### config.mk
export PLATFORM = sky130hd
export DESIGN_NAME = led_strip_animation_engine_top
export DESIGN_NICKNAME = d
export VERILOG_FILES = /design/src/sv/lsae_pkg.sv /design/src/sv/lsae_div.sv /design/src/sv/lsae_front.sv /design/src/sv/lsae_queue.sv /design/src/sv/lsae_back.sv /design/src/sv/led_strip_animation_engine_top.sv
export SDC_FILE = /design/constraint.sdc
export NUM_CORES = 2
export LEC_CHECK = 0
export BUFFER_PORTS_ARGS = -buffer_cell sky130_fd_sc_hd__clkbuf_2
export CORE_MARGIN = 2
export CORE_UTILIZATION = 35
export DETAILED_ROUTE_END_ITERATION = 10
export HOLD_SLACK_MARGIN = 0.1
export PLACE_DENSITY_LB_ADDON = 0.12
export REMOVE_ABC_BUFFERS = 1
export SETUP_SLACK_MARGIN = 0.02
export SYNTH_ARGS = -nofsm -noshare
export SYNTH_HDL_FRONTEND = slang
export SYNTH_SLANG_ARGS = --single-unit
### constraint.sdc
create_clock -name clk -period 10.9 [get_ports clk]
set_input_delay 0.545 -clock clk [delete_from_list [all_inputs] [get_ports clk]]
set_output_delay 0.545 -clock clk [all_outputs]
set_load 0.01 [all_outputs]
### src/sv/lsae_pkg.sv
`default_nettype none
// Shared types, register indexes, frame kinds and lookup tables for the
// LED strip animation engine. No dependencies.

package lsae_pkg;

    // Strip size and derived widths.
    localparam int MAX_LEDS    = 64;
    localparam int CNT_W       = 7;
    localparam int IDX_W       = 6;

    // Register indexes of the configuration port.
    localparam logic [2:0] REG_MODE      = 3'd0;
    localparam logic [2:0] REG_ANIM_ID   = 3'd1;
    localparam logic [2:0] REG_COLOR_ID  = 3'd2;
    localparam logic [2:0] REG_LED_COUNT = 3'd3;
    localparam logic [2:0] REG_BRIGHT    = 3'd4;
    localparam logic [2:0] REG_INTERVAL  = 3'd5;
    localparam logic [2:0] REG_COUNT     = 3'd6;

    // Mode codes.
    localparam logic [1:0] MODE_IDLE   = 2'd0;
    localparam logic [1:0] MODE_SINGLE = 2'd1;
    localparam logic [1:0] MODE_MULTI  = 2'd2;

    // Frame kinds decided by the front end.
    localparam logic [2:0] KIND_BREATH  = 3'd0;
    localparam logic [2:0] KIND_CHASE   = 3'd1;
    localparam logic [2:0] KIND_FILL    = 3'd2;
    localparam logic [2:0] KIND_WHEEL   = 3'd3;
    localparam logic [2:0] KIND_THEATRE = 3'd4;
    localparam logic [2:0] KIND_SWAP    = 3'd5;

    // Divider and queue sizing.
    localparam int DIV_STEPS   = 32;
    localparam int DIV_CNT_W   = $clog2(DIV_STEPS);
    localparam int QUEUE_DEPTH = 2;
    localparam int QUEUE_AW    = $clog2(QUEUE_DEPTH);

    // Fixed levels and colors.
    localparam logic [8:0] LEVEL_FULL = 9'd256;
    localparam logic [8:0] LEVEL_NEAR = 9'd102;
    localparam logic [8:0] LEVEL_DIM  = 9'd20;
    localparam logic [7:0] PRESET_ON  = 8'd125;
    localparam logic [7:0] PRESET_ORG = 8'd60;
    localparam logic [8:0] MAX_PCT    = 9'd200;

    // Registered configuration, already saturated where used.
    typedef struct packed {
        logic [1:0]       mode;
        logic [7:0]       anim_id;
        logic [7:0]       color_id;
        logic [CNT_W-1:0] n;
        logic [7:0]       pct;
        logic [15:0]      interval;
    } cfg_t;

    // One frame as handed from front to back.
    typedef struct packed {
        logic [2:0]       kind;
        logic [CNT_W-1:0] n;
        logic [7:0]       base_r;
        logic [7:0]       base_g;
        logic [7:0]       base_b;
        logic [8:0]       level;
        logic [CNT_W-1:0] aux;
        logic [8:0]       qstep;
        logic [7:0]       wofs;
        logic             swap_a;
    } frame_t;

    // Breathing level for a phase modulo 24, Q8.
    function automatic logic [8:0] breath_level(input logic [4:0] k);
        logic [8:0] lv;
        begin
            unique case (k)
                5'd0:  lv = 9'd147;
                5'd1:  lv = 9'd175;
                5'd2:  lv = 9'd202;
                5'd3:  lv = 9'd224;
                5'd4:  lv = 9'd241;
                5'd5:  lv = 9'd252;
                5'd6:  lv = 9'd256;
                5'd7:  lv = 9'd252;
                5'd8:  lv = 9'd241;
                5'd9:  lv = 9'd224;
                5'd10: lv = 9'd202;
                5'd11: lv = 9'd175;
                5'd12: lv = 9'd147;
                5'd13: lv = 9'd119;
                5'd14: lv = 9'd93;
                5'd15: lv = 9'd70;
                5'd16: lv = 9'd53;
                5'd17: lv = 9'd42;
                5'd18: lv = 9'd38;
                5'd19: lv = 9'd42;
                5'd20: lv = 9'd53;
                5'd21: lv = 9'd70;
                5'd22: lv = 9'd93;
                5'd23: lv = 9'd119;
                default: lv = 9'd0;
            endcase
            return lv;
        end
    endfunction

    // Preset colors; id zero and ids of eight and above fall back to white.
    function automatic logic [23:0] preset_rgb(input logic [7:0] id);
        logic [23:0] c;
        begin
            unique case (id)
                8'd1:    c = {PRESET_ON, 8'd0, 8'd0};
                8'd2:    c = {8'd0, PRESET_ON, 8'd0};
                8'd3:    c = {8'd0, 8'd0, PRESET_ON};
                8'd4:    c = {PRESET_ON, PRESET_ON, 8'd0};
                8'd5:    c = {8'd0, PRESET_ON, PRESET_ON};
                8'd6:    c = {PRESET_ON, 8'd0, PRESET_ON};
                8'd7:    c = {PRESET_ON, PRESET_ORG, 8'd0};
                default: c = {PRESET_ON, PRESET_ON, PRESET_ON};
            endcase
            return c;
        end
    endfunction

    // Frame kind from mode and animation id.
    function automatic logic [2:0] frame_kind(input logic [1:0] mode, input logic [7:0] anim);
        logic [2:0] k;
        begin
            if (mode == MODE_SINGLE) begin
                k = (anim == 8'd0) ? KIND_BREATH : ((anim == 8'd1) ? KIND_CHASE : KIND_FILL);
            end
            else begin
                k = (anim == 8'd0) ? KIND_WHEEL : ((anim == 8'd1) ? KIND_THEATRE : KIND_SWAP);
            end
            return k;
        end
    endfunction

endpackage

`default_nettype wire

### src/sv/lsae_div.sv
`default_nettype none
// Iterative restoring divider, one quotient bit per cycle, 32-bit dividend
// by a 7-bit divisor. Depends on lsae_pkg.

module lsae_div (
    input  wire logic                         clk,
    input  wire logic                         rst_n,
    input  wire logic                         start,
    input  wire logic [31:0]                  dividend,
    input  wire logic [lsae_pkg::CNT_W-1:0]   divisor,
    output logic                              done,
    output logic [31:0]                       quotient,
    output logic [lsae_pkg::CNT_W-1:0]        remainder
);

    logic                               busy_reg;
    logic                               done_reg;
    logic [lsae_pkg::DIV_CNT_W-1:0]     cnt_reg;
    logic [31:0]                        quo_reg;
    logic [lsae_pkg::CNT_W-1:0]         rem_reg;
    logic [lsae_pkg::CNT_W-1:0]         dvs_reg;
    logic [lsae_pkg::CNT_W:0]           trial;
    logic                               ge;
    logic [lsae_pkg::CNT_W:0]           diff;
    logic [lsae_pkg::CNT_W-1:0]         rem_next;
    logic [31:0]                        quo_next;

    // One restoring step: shift in the next dividend bit and try a subtract.
    always_comb
    begin
        trial    = {rem_reg, quo_reg[31]};
        ge       = trial >= {1'b0, dvs_reg};
        diff     = trial - {1'b0, dvs_reg};
        rem_next = ge ? diff[lsae_pkg::CNT_W-1:0] : trial[lsae_pkg::CNT_W-1:0];
        quo_next = {quo_reg[30:0], ge};
    end

    // Control registers.
    always_ff @(posedge clk or negedge rst_n)
    begin
        if (!rst_n)
        begin
            busy_reg <= 1'b0;
            done_reg <= 1'b0;
            cnt_reg  <= '0;
        end
        else if (start)
        begin
            busy_reg <= 1'b1;
            done_reg <= 1'b0;
            cnt_reg  <= '0;
        end
        else if (busy_reg)
        begin
            cnt_reg <= cnt_reg + 1'b1;
            if (cnt_reg == lsae_pkg::DIV_CNT_W'(lsae_pkg::DIV_STEPS - 1))
            begin
                busy_reg <= 1'b0;
                done_reg <= 1'b1;
            end
        end
        else
        begin
            done_reg <= 1'b0;
        end
    end

    // Datapath registers.
    always_ff @(posedge clk)
    begin
        if (start)
        begin
            quo_reg <= dividend;
            rem_reg <= '0;
            dvs_reg <= divisor;
        end
        else if (busy_reg)
        begin
            quo_reg <= quo_next;
            rem_reg <= rem_next;
        end
    end

    assign done      = done_reg;
    assign quotient  = quo_reg;
    assign remainder = rem_reg;

endmodule

`default_nettype wire

### src/sv/lsae_front.sv
`default_nettype none
// Front end: accepts time items, decides whether a frame is due, keeps the
// frame phase and builds one frame descriptor. Depends on lsae_pkg, lsae_div.

module lsae_front (
    input  wire logic               clk,
    input  wire logic               rst_n,
    input  wire lsae_pkg::cfg_t     cfg,
    input  wire logic               cfg_clear,
    input  wire logic               in_valid,
    output logic                    in_ready,
    input  wire logic [31:0]        now_ms,
    output logic                    push,
    output lsae_pkg::frame_t        push_data,
    input  wire logic               queue_full
);

    localparam logic [1:0] ST_IDLE = 2'd0;
    localparam logic [1:0] ST_DIV  = 2'd1;
    localparam logic [1:0] ST_PUSH = 2'd2;

    logic [1:0]                     state_reg;
    logic [1:0]                     state_next;
    logic [31:0]                    phase_reg;
    logic [31:0]                    last_reg;
    logic                           fv_reg;
    lsae_pkg::frame_t               frame_reg;
    logic                           accept;
    logic                           due;
    logic [31:0]                    elapsed;
    logic [31:0]                    phase_inc;
    logic [2:0]                     kind;
    logic [31:0]                    div_dividend;
    logic [lsae_pkg::CNT_W-1:0]     div_divisor;
    logic                           div_done;
    logic [31:0]                    div_quo;
    logic [lsae_pkg::CNT_W-1:0]     div_rem;
    logic                           start;
    logic [23:0]                    base;

    // Frame decision for the item on the input.
    always_comb
    begin
        accept    = in_valid && (state_reg == ST_IDLE);
        elapsed   = now_ms - last_reg;
        phase_inc = phase_reg + 32'd1;
        due       = ((cfg.mode == lsae_pkg::MODE_SINGLE) || (cfg.mode == lsae_pkg::MODE_MULTI))
                    && (cfg.n != '0)
                    && (!fv_reg || (elapsed >= {16'd0, cfg.interval}));
        start     = accept && due;
        kind      = lsae_pkg::frame_kind(cfg.mode, cfg.anim_id);
    end

    // Divider operands per frame kind: each kind needs only one division.
    always_comb
    begin
        div_dividend = phase_inc;
        unique case (kind)
            lsae_pkg::KIND_BREATH:  div_divisor = 7'd24;
            lsae_pkg::KIND_CHASE:   div_divisor = cfg.n;
            lsae_pkg::KIND_FILL:    div_divisor = cfg.n + 7'd1;
            lsae_pkg::KIND_WHEEL:
            begin
                div_dividend = 32'd256;
                div_divisor  = cfg.n;
            end
            lsae_pkg::KIND_THEATRE: div_divisor = 7'd3;
            default:                div_divisor = 7'd1;
        endcase
    end

    lsae_div u_div (
        .clk       (clk),
        .rst_n     (rst_n),
        .start     (start),
        .dividend  (div_dividend),
        .divisor   (div_divisor),
        .done      (div_done),
        .quotient  (div_quo),
        .remainder (div_rem)
    );

    // Sequencer next state.
    always_comb
    begin
        state_next = state_reg;
        unique case (state_reg)
            ST_IDLE: if (start) state_next = ST_DIV;
            ST_DIV:  if (div_done) state_next = ST_PUSH;
            ST_PUSH: if (!queue_full) state_next = ST_IDLE;
            default: state_next = ST_IDLE;
        endcase
    end

    // Sequencer and frame timing state.
    always_ff @(posedge clk or negedge rst_n)
    begin
        if (!rst_n)
        begin
            state_reg <= ST_IDLE;
            phase_reg <= '0;
            last_reg  <= '0;
            fv_reg    <= 1'b0;
        end
        else
        begin
            state_reg <= state_next;
            if (cfg_clear)
            begin
                phase_reg <= '0;
                last_reg  <= '0;
                fv_reg    <= 1'b0;
            end
            else if (start)
            begin
                phase_reg <= phase_inc;
                last_reg  <= now_ms;
                fv_reg    <= 1'b1;
            end
        end
    end

    assign base = lsae_pkg::preset_rgb(cfg.color_id);

    // Descriptor captured when the division finishes.
    always_ff @(posedge clk)
    begin
        if ((state_reg == ST_DIV) && div_done)
        begin
            frame_reg.kind   <= kind;
            frame_reg.n      <= cfg.n;
            frame_reg.base_r <= base[23:16];
            frame_reg.base_g <= base[15:8];
            frame_reg.base_b <= base[7:0];
            frame_reg.level  <= lsae_pkg::breath_level(div_rem[4:0]);
            frame_reg.aux    <= div_rem;
            frame_reg.qstep  <= div_quo[8:0];
            frame_reg.wofs   <= phase_reg[7:0] + {phase_reg[5:0], 2'b00};
            frame_reg.swap_a <= ~phase_reg[2];
        end
    end

    assign in_ready  = (state_reg == ST_IDLE);
    assign push      = (state_reg == ST_PUSH) && !queue_full;
    assign push_data = frame_reg;

endmodule

`default_nettype wire

### src/sv/lsae_queue.sv
`default_nettype none
// Short queue of frame descriptors between front and back end.
// Depends on lsae_pkg.

module lsae_queue (
    input  wire logic               clk,
    input  wire logic               rst_n,
    input  wire logic               push,
    input  wire lsae_pkg::frame_t   push_data,
    output logic                    full,
    input  wire logic               pop,
    output logic                    empty,
    output lsae_pkg::frame_t        head
);

    lsae_pkg::frame_t                 mem_reg [lsae_pkg::QUEUE_DEPTH];
    logic [lsae_pkg::QUEUE_AW-1:0]    wr_reg;
    logic [lsae_pkg::QUEUE_AW-1:0]    rd_reg;
    logic [lsae_pkg::QUEUE_AW:0]      cnt_reg;

    // Pointers and fill count.
    always_ff @(posedge clk or negedge rst_n)
    begin
        if (!rst_n)
        begin
            wr_reg  <= '0;
            rd_reg  <= '0;
            cnt_reg <= '0;
        end
        else
        begin
            if (push)
            begin
                wr_reg <= wr_reg + 1'b1;
            end
            if (pop)
            begin
                rd_reg <= rd_reg + 1'b1;
            end
            if (push && !pop)
            begin
                cnt_reg <= cnt_reg + 1'b1;
            end
            else if (pop && !push)
            begin
                cnt_reg <= cnt_reg - 1'b1;
            end
        end
    end

    // Entry storage.
    always_ff @(posedge clk)
    begin
        if (push)
        begin
            mem_reg[wr_reg] <= push_data;
        end
    end

    assign full  = (cnt_reg == (lsae_pkg::QUEUE_AW + 1)'(lsae_pkg::QUEUE_DEPTH));
    assign empty = (cnt_reg == '0);
    assign head  = mem_reg[rd_reg];

endmodule

`default_nettype wire

### src/sv/lsae_back.sv
`default_nettype none
// Back end: walks the LEDs of the frame at the queue head, one per cycle while
// out is not stalled, and scales colors in a short pipeline. Depends on lsae_pkg.

module lsae_back (
    input  wire logic                       clk,
    input  wire logic                       rst_n,
    input  wire lsae_pkg::cfg_t             cfg,
    input  wire logic                       q_empty,
    input  wire lsae_pkg::frame_t           fr,
    output logic                            pop,
    output logic                            out_valid,
    input  wire logic                       out_ready,
    output logic [lsae_pkg::IDX_W-1:0]      led_index,
    output logic [7:0]                      red,
    output logic [7:0]                      green,
    output logic [7:0]                      blue,
    output logic                            last
);

    logic                               adv;
    logic                               gen;
    logic                               p_last;
    logic [lsae_pkg::CNT_W-1:0]         p_reg;
    logic [8:0]                         wq_reg;
    logic [lsae_pkg::CNT_W-1:0]         wr_reg;
    logic [1:0]                         m3_reg;
    logic [1:0]                         m3_cur;
    logic [lsae_pkg::CNT_W:0]           wr_sum;
    logic                               wr_wrap;
    logic [lsae_pkg::CNT_W:0]           wr_sub;
    logic [lsae_pkg::CNT_W-1:0]         wr_new;
    logic [8:0]                         wq_new;
    logic [7:0]                         w;
    logic [7:0]                         w2;
    logic [9:0]                         w3;
    logic [lsae_pkg::CNT_W-1:0]         head_gap;
    logic                               first;
    logic [7:0]                         pr;
    logic [7:0]                         pg;
    logic [7:0]                         pb;
    logic [8:0]                         plv;

    // Stage registers.
    logic                               v1_reg, v2_reg, v3_reg, vo_reg;
    logic [lsae_pkg::IDX_W-1:0]         i1_reg, i2_reg, i3_reg, io_reg;
    logic                               l1_reg, l2_reg, l3_reg, lo_reg;
    logic [7:0]                         r1_reg, g1_reg, b1_reg;
    logic [8:0]                         lv1_reg;
    logic [16:0]                        r2_reg, g2_reg, b2_reg;
    logic [24:0]                        r3_reg, g3_reg, b3_reg;
    logic [7:0]                         ro_reg, go_reg, bo_reg;

    // Divide by 25600 with saturation: drop 8 bits, then divide by 100
    // through a reciprocal multiply that is exact below 43690, which covers
    // every value that does not saturate.
    function automatic logic [7:0] sat_scale(input logic [24:0] m);
        logic [16:0] y;
        logic [29:0] prod;
        logic [10:0] q;
        begin
            y    = m[24:8];
            prod = 30'(y) * 30'd5243;
            q    = prod[29:19];
            return (q > 11'd255) ? 8'd255 : q[7:0];
        end
    endfunction

    assign adv = !vo_reg || out_ready;
    assign gen = adv && !q_empty;
    assign p_last = (p_reg == fr.n - 7'd1);
    assign pop = gen && p_last;

    // Running counters for the per-LED quotient and the modulo-3 position.
    always_comb
    begin
        m3_cur  = (p_reg == '0) ? fr.aux[1:0] : m3_reg;
        wr_sum  = {1'b0, wr_reg} + {1'b0, fr.aux};
        wr_wrap = wr_sum >= {1'b0, fr.n};
        wr_sub  = wr_sum - {1'b0, fr.n};
        wr_new  = wr_wrap ? wr_sub[lsae_pkg::CNT_W-1:0] : wr_sum[lsae_pkg::CNT_W-1:0];
        wq_new  = wq_reg + fr.qstep + {8'd0, wr_wrap};
    end

    // Color and level of the current LED.
    always_comb
    begin
        pr       = fr.base_r;
        pg       = fr.base_g;
        pb       = fr.base_b;
        plv      = lsae_pkg::LEVEL_FULL;
        w        = wq_reg[7:0] + fr.wofs;
        w2       = w;
        w3       = '0;
        head_gap = (fr.aux > p_reg) ? (fr.aux - p_reg) : (p_reg - fr.aux);
        first    = p_reg < (fr.n >> 1);
        unique case (fr.kind)
            lsae_pkg::KIND_BREATH: plv = fr.level;
            lsae_pkg::KIND_CHASE:
            begin
                if (head_gap == '0)
                begin
                    plv = lsae_pkg::LEVEL_FULL;
                end
                else if (head_gap == 7'd1)
                begin
                    plv = lsae_pkg::LEVEL_NEAR;
                end
                else
                begin
                    plv = lsae_pkg::LEVEL_DIM;
                end
            end
            lsae_pkg::KIND_FILL:
            begin
                plv = (p_reg < fr.aux) ? lsae_pkg::LEVEL_FULL : 9'd0;
            end
            lsae_pkg::KIND_WHEEL:
            begin
                if (w < 8'd85)
                begin
                    w3 = {2'b00, w} + {1'b0, w, 1'b0};
                    pr = w3[7:0];
                    pg = 8'd255 - w3[7:0];
                    pb = 8'd0;
                end
                else if (w < 8'd170)
                begin
                    w2 = w - 8'd85;
                    w3 = {2'b00, w2} + {1'b0, w2, 1'b0};
                    pr = 8'd0;
                    pg = w3[7:0];
                    pb = 8'd255 - w3[7:0];
                end
                else
                begin
                    w2 = w - 8'd170;
                    w3 = {2'b00, w2} + {1'b0, w2, 1'b0};
                    pr = 8'd255 - w3[7:0];
                    pg = 8'd0;
                    pb = w3[7:0];
                end
            end
            lsae_pkg::KIND_THEATRE:
            begin
                pr = (m3_cur == 2'd0) ? lsae_pkg::PRESET_ON : 8'd0;
                pg = pr;
                pb = pr;
            end
            default:
            begin
                pr = ((fr.swap_a && first) || (!fr.swap_a && !first)) ? lsae_pkg::PRESET_ON
                                                                      : 8'd0;
                pg = 8'd0;
                pb = (pr == 8'd0) ? lsae_pkg::PRESET_ON : 8'd0;
            end
        endcase
    end

    // LED walk counters.
    always_ff @(posedge clk or negedge rst_n)
    begin
        if (!rst_n)
        begin
            p_reg  <= '0;
            wq_reg <= '0;
            wr_reg <= '0;
            m3_reg <= '0;
        end
        else if (gen)
        begin
            if (p_last)
            begin
                p_reg  <= '0;
                wq_reg <= '0;
                wr_reg <= '0;
            end
            else
            begin
                p_reg  <= p_reg + 7'd1;
                wq_reg <= wq_new;
                wr_reg <= wr_new;
                m3_reg <= (m3_cur == 2'd2) ? 2'd0 : m3_cur + 2'd1;
            end
        end
    end

    // Pipeline valid bits.
    always_ff @(posedge clk or negedge rst_n)
    begin
        if (!rst_n)
        begin
            v1_reg <= 1'b0;
            v2_reg <= 1'b0;
            v3_reg <= 1'b0;
            vo_reg <= 1'b0;
        end
        else if (adv)
        begin
            v1_reg <= gen;
            v2_reg <= v1_reg;
            v3_reg <= v2_reg;
            vo_reg <= v3_reg;
        end
    end

    // Pipeline payload: color, base times level, times percent, final scale.
    always_ff @(posedge clk)
    begin
        if (adv)
        begin
            i1_reg  <= p_reg[lsae_pkg::IDX_W-1:0];
            l1_reg  <= p_last;
            r1_reg  <= pr;
            g1_reg  <= pg;
            b1_reg  <= pb;
            lv1_reg <= plv;

            i2_reg  <= i1_reg;
            l2_reg  <= l1_reg;
            r2_reg  <= 17'(r1_reg) * 17'(lv1_reg);
            g2_reg  <= 17'(g1_reg) * 17'(lv1_reg);
            b2_reg  <= 17'(b1_reg) * 17'(lv1_reg);

            i3_reg  <= i2_reg;
            l3_reg  <= l2_reg;
            r3_reg  <= 25'(r2_reg) * 25'(cfg.pct);
            g3_reg  <= 25'(g2_reg) * 25'(cfg.pct);
            b3_reg  <= 25'(b2_reg) * 25'(cfg.pct);

            io_reg  <= i3_reg;
            lo_reg  <= l3_reg;
            ro_reg  <= sat_scale(r3_reg);
            go_reg  <= sat_scale(g3_reg);
            bo_reg  <= sat_scale(b3_reg);
        end
    end

    assign out_valid = vo_reg;
    assign led_index = io_reg;
    assign red       = ro_reg;
    assign green     = go_reg;
    assign blue      = bo_reg;
    assign last      = lo_reg;

endmodule

`default_nettype wire

### src/sv/led_strip_animation_engine_top.sv
`default_nettype none
// Top level of the LED strip animation engine: configuration registers,
// front end, frame queue and back end. Depends on lsae_pkg and all lsae_ modules.
//
//   channel   direction  handshake             payload
//   in        input      in_valid / in_ready   now_ms
//   out       output     out_valid / out_ready led_index, red, green, blue, last
//   cfg       input      cfg_valid / cfg_ready cfg_index, cfg_data
//
// A time item that starts no frame is taken as soon as the front end is idle. A
// frame item holds the front end through the 32-step divider and until its
// frame is pushed into the queue; the back end emits the frame's LEDs one per
// cycle while out_ready is high, each through the back pipeline registers. The
// front end works on the next frame while the back end still emits. Reset
// clears all control state; no clearing pass is needed. A stall on out holds
// the back pipeline, and the front end too once the queue is full.

module led_strip_animation_engine_top (
    input  wire logic                       clk,
    input  wire logic                       rst_n,
    input  wire logic                       in_valid,
    output logic                            in_ready,
    input  wire logic [31:0]                now_ms,
    output logic                            out_valid,
    input  wire logic                       out_ready,
    output logic [lsae_pkg::IDX_W-1:0]      led_index,
    output logic [7:0]                      red,
    output logic [7:0]                      green,
    output logic [7:0]                      blue,
    output logic                            last,
    input  wire logic                       cfg_valid,
    output logic                            cfg_ready,
    input  wire logic [2:0]                 cfg_index,
    input  wire logic [15:0]                cfg_data
);

    logic [1:0]                 mode_reg;
    logic [7:0]                 anim_reg;
    logic [7:0]                 color_reg;
    logic [lsae_pkg::CNT_W-1:0] count_reg;
    logic [7:0]                 bright_reg;
    logic [15:0]                interval_reg;
    logic                       cfg_write;
    logic                       cfg_clear;
    lsae_pkg::cfg_t             cfg;
    logic                       push;
    lsae_pkg::frame_t           push_data;
    logic                       q_full;
    logic                       q_empty;
    logic                       pop;
    lsae_pkg::frame_t           head;

    assign cfg_ready = 1'b1;
    assign cfg_write = cfg_valid && cfg_ready;
    assign cfg_clear = cfg_write && (cfg_index < lsae_pkg::REG_COUNT);

    // Configuration registers.
    always_ff @(posedge clk or negedge rst_n)
    begin
        if (!rst_n)
        begin
            mode_reg     <= lsae_pkg::MODE_IDLE;
            anim_reg     <= 8'd0;
            color_reg    <= 8'd0;
            count_reg    <= 7'd1;
            bright_reg   <= 8'd100;
            interval_reg <= 16'd50;
        end
        else if (cfg_write)
        begin
            unique case (cfg_index)
                lsae_pkg::REG_MODE:      mode_reg     <= cfg_data[1:0];
                lsae_pkg::REG_ANIM_ID:   anim_reg     <= cfg_data[7:0];
                lsae_pkg::REG_COLOR_ID:  color_reg    <= cfg_data[7:0];
                lsae_pkg::REG_LED_COUNT: count_reg    <= cfg_data[6:0];
                lsae_pkg::REG_BRIGHT:    bright_reg   <= cfg_data[7:0];
                lsae_pkg::REG_INTERVAL:  interval_reg <= cfg_data;
                default: ;
            endcase
        end
    end

    // Saturated view of the configuration.
    always_comb
    begin
        cfg.mode     = mode_reg;
        cfg.anim_id  = anim_reg;
        cfg.color_id = color_reg;
        cfg.n        = (count_reg > lsae_pkg::CNT_W'(lsae_pkg::MAX_LEDS))
                       ? lsae_pkg::CNT_W'(lsae_pkg::MAX_LEDS) : count_reg;
        cfg.pct      = ({1'b0, bright_reg} > lsae_pkg::MAX_PCT)
                       ? lsae_pkg::MAX_PCT[7:0] : bright_reg;
        cfg.interval = interval_reg;
    end

    lsae_front u_front (
        .clk        (clk),
        .rst_n      (rst_n),
        .cfg        (cfg),
        .cfg_clear  (cfg_clear),
        .in_valid   (in_valid),
        .in_ready   (in_ready),
        .now_ms     (now_ms),
        .push       (push),
        .push_data  (push_data),
        .queue_full (q_full)
    );

    lsae_queue u_queue (
        .clk       (clk),
        .rst_n     (rst_n),
        .push      (push),
        .push_data (push_data),
        .full      (q_full),
        .pop       (pop),
        .empty     (q_empty),
        .head      (head)
    );

    lsae_back u_back (
        .clk       (clk),
        .rst_n     (rst_n),
        .cfg       (cfg),
        .q_empty   (q_empty),
        .fr        (head),
        .pop       (pop),
        .out_valid (out_valid),
        .out_ready (out_ready),
        .led_index (led_index),
        .red       (red),
        .green     (green),
        .blue      (blue),
        .last      (last)
    );

endmodule

`default_nettype wire

# Word level (Yosys, flattened, before mapping)
# Memories as Yosys holds them, arrays and structs flattened. A register that Yosys moved wholly into a read port is not among the register bits.
# Cells that the tools add are included.
[op_classes]
addsub = 28
multipliers = 9
div_mod_pow = 0
n_lt_le_gt_ge = 14
eq_ne = 34
shift = 0
muxes = 58
n_bitwise = 2
n_reduce_logical = 49
[op_table]
columns = ["operator", "n"]
rows = [
  ["2-to-1 mux 32 bit", 7],
  ["one-hot mux 23 bit (7 select lines)", 1],
  ["multiplier 17 x 13 -> 30 bit, second input constant", 3],
  ["multiplier 17 x 8 -> 25 bit", 3],
  ["one-hot mux 8 bit (3 select lines)", 3],
  ["2-to-1 mux 7 bit", 10],
  ["2-to-1 mux 8 bit", 7],
  ["multiplier 8 x 9 -> 17 bit", 3],
  ["adder 8 bit", 5],
  ["greater-than comparator 11 x 8 -> 1 bit, second input constant", 3],
  ["adder 32 x 1 -> 32 bit, second input constant", 1],
  ["== test 8 x 3 -> 1 bit, second input constant", 4],
  [">= comparator 32 x 16 -> 1 bit", 1],
  ["subtractor 32 bit", 1],
  ["one-hot mux 7 bit (4 select lines)", 1],
  ["subtractor 7 bit", 4],
  ["2-to-1 mux 9 bit", 3],
  ["one-hot mux 9 bit (3 select lines)", 1],
  ["subtractor 8 bit, first input constant", 3],
  ["== test 3 x 2 -> 1 bit, second input constant", 6],
  ["== test 8 x 1 -> 1 bit, second input constant", 2],
  ["== test 8 x 2 -> 1 bit, second input constant", 2],
  [">= comparator 8 x 7 -> 1 bit", 2],
  ["zero test 8 bit", 2],
  ["other kinds (47)", 116],
]
[totals]
register_bits = 472
latch_bits = 0
ramBits = 136
mem_bits_ro = 288
input_bits = 56
out_inout_bits = 34
word_cells = 253
memories = 2
[mem_list]
columns = ["memory", "words", "word_bits", "rd", "rd_clocked_by_memory_dff", "wr", "line", "text"]
rows = [
  ["(name not given)", 32, 9, 1, 1, 0, "lsae_pkg.sv:76", "unique case (k)"],
  ["u_queue.mem_reg", 2, 68, 1, 0, 1, "lsae_queue.sv:16", "lsae_pkg::frame_t mem_reg [lsae_pkg::QUEUE_DEPTH];"],
]

# Logic depth before layout (Yosys ltp)
# An unclocked memory read counts as a cell.
[depth]
ltp_word = 9
ltp_mapped = 31
ltp_nobuf = 27

# Cells and area by module
# A second synthesis with hierarchy kept.
[hier_totals]
hier_cells = 5894
hier_area_um2 = 60336.6
[by_module_without_submodules]
columns = ["mod", "n_inst", "cells_per_inst", "area_each_um2", "seq_area_each_um2"]
rows = [
  ["lsae_back", 1, 4088, 40467.6, 6316.1],
  ["lsae_front", 1, 1243, 10024.6, 3118.0],
  ["lsae_queue", 1, 228, 5136.2, 4184.0],
  ["lsae_div", 1, 206, 2681.3, 1486.4],
  ["led_strip_animation_engine_top", 1, 129, 2026.9, 1234.9],
]

# Worst setup path before layout
# OpenSTA, ideal clock, no wires.
[synth_timing]
path_kind = "input port to flip-flop"
from = "input port out_ready"
to = "register u_back.p_reg[5] (netlist name)"
setup_time_ps = 126
arrival_time_ps = 8059
required_ps = 10774
setup_slack_ps = 2715
cell_stages = 7
n_path_buf = 1
cell_sequence = "nand2b_1 -> clkbuf_1 -> o21ai_1 -> nor4_1 -> nand3_1 -> xnor2_1 -> nor2_1"
[synth_via]
elab_chain_cells = 2
[synth_rtl]
columns = ["element", "line", "text"]
rows = [
  ["from (decl)", "led_strip_animation_engine_top.sv:25", "input wire logic out_ready,"],
  ["logical OR 1 bit", "lsae_back.sv:69", "assign adv = !vo_reg || out_ready;"],
  ["via u_back.adv", "lsae_back.sv:21", "logic adv;"],
  ["logical AND 1 bit", "lsae_back.sv:70", "assign gen = adv && !q_empty;"],
  ["to (signal assigned)", "lsae_back.sv:180", "p_reg <= p_reg + 7'd1;"],
  ["to (decl)", "lsae_back.sv:24", "logic [lsae_pkg::CNT_W-1:0] p_reg;"],
]
# The timed path passes the listed nets, and every way through them passes these cells.
# A chain may end at the register's enable or synchronous reset.

# Worst setup path after layout
[layout_timing]
from = "register bright_reg[5]"
to = "register u_back.r3_reg[24] (data pin)"
[layout_via]
elab_chain_cells = 3
[layout_rtl]
columns = ["element", "line", "text"]
rows = [
  ["from (decl)", "led_strip_animation_engine_top.sv:41", "logic [7:0] bright_reg;"],
  ["from (signal assigned)", "led_strip_animation_engine_top.sv:76", "lsae_pkg::REG_BRIGHT: bright_reg <= cfg_data[7:0];"],
  ["greater-than comparator 8 bit", "led_strip_animation_engine_top.sv:91", "cfg.pct = ({1'b0, bright_reg} > lsae_pkg::MAX_PCT)"],
  ["2-to-1 mux 8 bit *", "led_strip_animation_engine_top.sv:92", "? lsae_pkg::MAX_PCT[7:0] : bright_reg;"],
  ["multiplier 17 x 8 -> 25 bit *", "lsae_back.sv:227", "r3_reg <= 25'(r2_reg) * 25'(cfg.pct);"],
  ["to (signal assigned)", "lsae_back.sv:227", ""],
  ["to (decl)", "lsae_back.sv:51", "logic [24:0] r3_reg, g3_reg, b3_reg;"],
]
# Mark *: on every way between the ends. The rest lies on a longest branch, timed or not.

==> impl_metrics.yaml <==
run_status:
  status: "finished, final reports clean"
floorplan:
  start_util_pct: 35.3
  ios: 90
  die-height_um: 407
  coreArea_um2: 161000
  std_cell_rows: 147
  chipWidth_um: 407
  die_area_um2: 165000
drt:
  vias_per_cell: 4.84
  dr.pass1.iters: 5
  drt_iter0_markers: 1786
  postRouteAntennaNets: 0
  finalWirelength_mm: 128
  wl_per_cell_um: 16.4
  drc: 0
  vias: 37600
setup_path:
  max_stage_delay_ps: 1060
  critical_path.startpoint_type: "register"
  reg2reg_from: "bright_reg[5]"
  worstSetupPathType: "reg2reg"
  r2r_end: "u_back.r3_reg[24]"
  crit_chain: "nor2_1, a21oi_1, or2_2, buf_4, nand2_1, fa_1, fa_1, inv_1, fa_1, inv_1, fa_1, inv_1, ha_1, a21boi_1, o21a_1, or2_1, a41o_1, o41a_1, a2111o_1, a31o_2, a21oi_1, xnor2_1"
  critPathRequiredTime_ps: 11300
  r2r_slack_ps: 3650
  critPathArrivalTime_ps: 7640
  worst-path-buf-inv: 4
  endpoint_kind: "register"
  crit_family: "adder cells"
  cp_slowest_cell: "dfstp_2"
  path_max_fanout: 51
  worst_r2r_path_depth: 22
  crit_top_cell: "fa_1"
worst_hold_path:
  min_path_type: "in2reg"
  hold_depth: 3
  hold_start: "now_ms[6]"
  min_to: "u_front.last_reg[6]"
clock_tree:
  htree_levels: 3
  cts_tree: "yes"
  insertion_delay_ps: 660
  clk_pin_slew_ps: 60
  cts_root_buffer: "clkbuf_16"
  post_cts_buffers: 0
  cts-buffers-inserted: 72
  cts_buffer_depth: 3
  clock-sinks: 529
logic_synthesis:
  ys_warn_count: 0
  synth_seq_cells: 529
  ys.flop_type: "edfxtp_1"
  synth_edf_count: 367
  synth.top_cell.area_share_pct: 22.9
  synth.most_common_cell: "inv_1"
  yosys-top-cells-area: "fa_1 (23%), edfxtp_1 (19%), ha_1 (16%)"
  synth_top_area_cell: "fa_1"
  synthDistinctLibCells: 92
  avgSynthCellArea_um2: 10.3
  synthTopCellsByCount: "inv_1 (950), ha_1 (712), fa_1 (648)"
  netlist_area_um2: 56700
  syn_inst: 5505
  async_flop_share_pct: 29.3
  seq_area_frac_synth_pct: 26.5
timing:
  finalClockSkew_ps: 29.5
  final_max_slew_viol_count: 0
  worst_pin_slew_ps: 1200
  min_period_ps: 7250
  tns_ps: 0
  setup-violations-final: 0
  relSlewSlack_pct: 19.1
  fmax_ghz: 0.138
  min_period_over_period_pct: 66.5
  rsz0062_at_grt: "no"
  hold_violations: 0
global_routing:
  antenna_found_initial: 5
  grt_max_degree: 139
  grtUsageTotal_pct: 15.9
  grt_pass1_vias: 39400
  grt-ovfl-total: 0
  grt_first_pass_wirelength_mm: 212
final_layout:
  antennaDiodeCount: 0
  nFillCells: 16100
  synthToLayoutAreaGrowth_pct: 9.85
  nets: 6978
  largest_register_ff_count: 94
  layout-drive-gt1-share_pct: 6.60
  finish.utilization_pct: 38.8
job:
  max_cap_viol_count: 0
place:
  io_buffer_count: 88
  hpwl_mm: 97.4
  place_congestion: 0.797
## final cells by class
class                      count  area (µm²)  share of cell area (%)
clock buffer                  99        2060                    3.30
clock inverter                32         428                   0.687
inverter                     950        3570                    5.72
multi-input combinational   3845       37400                    60.0
sequential                   529       15100                    24.2
tap                         2160        2700                    4.34
timing repair buffer         164        1110                    1.79
## worst max path at each step
| stage | start | end | slack, ps | cells past startpoint |
|---|---|---|---|---|
| after CTS | bright_reg[5] | u_back.r3_reg[24] | 3600 | 22 |
| after global routing | bright_reg[5] | u_back.r3_reg[24] | 3210 | 23 |
| after global placement | bright_reg[5] | u_back.r3_reg[24] | 3700 | 22 |
| after floorplan | now_ms[4] | u_front.u_div.quotient[0] | 1850 | 16 |
| after detailed placement | bright_reg[5] | u_back.r3_reg[24] | 3620 | 22 |
| final | bright_reg[5] | u_back.r3_reg[24] | 3650 | 22 |
## worst reg2reg max path, cell delays in order (launching register included)
cell and delay (ps):
dfstp_2 1060, nor2_1 120, a21oi_1 300, or2_2 180
buf_4 450, nand2_1 180, fa_1 490, fa_1 490
inv_1 60, fa_1 540, inv_1 60, fa_1 530
inv_1 40, ha_1 270, a21boi_1 140, o21a_1 180
or2_1 240, a41o_1 290, o41a_1 440, a2111o_1 440
a31o_2 260, a21oi_1 170, xnor2_1 80
## per-stage QoR
step	setup WS, ps	cell area (µm²)	hold WS [ps]	instances
floorplan	1850	55900	249	5324
global placement	3700	59500	404	7612
detailed placement	3620	59500	405	7612
CTS	3600	62300	100	7778
global route	3210	62300	141	7779
finish	3650	62300	167	7779
## what timing repair did
action / in CTS / in global routing
gates resized for setup: 0 / 0
endpoints found under the hold margin: 109 / 0
hold buffers: 35 / 0
## metal layers
metal  global-route usage, %  up-vias  part of all wire [%]
met5                       0        -                     0
met4                    3.93        0                   1.8
met3                    1.86      125                   3.0
met2                    25.8      414                    46
met1                    22.7    18700                    49
li1                        -    18400                     -
## kinds of logic after synthesis
family	synth area share [%]
AO/OA/AOI/OAI	8.75
flip-flops	26.5
adder cells (fa/ha/maj)	38.6
AND/OR/NAND/NOR	12.8
XOR/XNOR	3.44
other	0.00661
buffers and inverters	7.68
multiplexers	2.23
## layout by cell type, fill, tap and decap left out, drive strengths merged, types with 47 or more instances in the layout
cell type and instances:
inv 954, ha 712, fa 648, edfxtp 367
and2 344, nand2 338, a21oi 219, clkbuf 186
o21ai 185, nor2 184, and3 159, xnor2 150
dfrtp 148, nand3 86, a21o 79, xor2 70
mux2 67, mux2i 49, nand2b 47, nor3 47
Power is left out: the tool's default activity adds up to more than one toggle a clock period on the data nets, which glitch-free logic cannot reach.
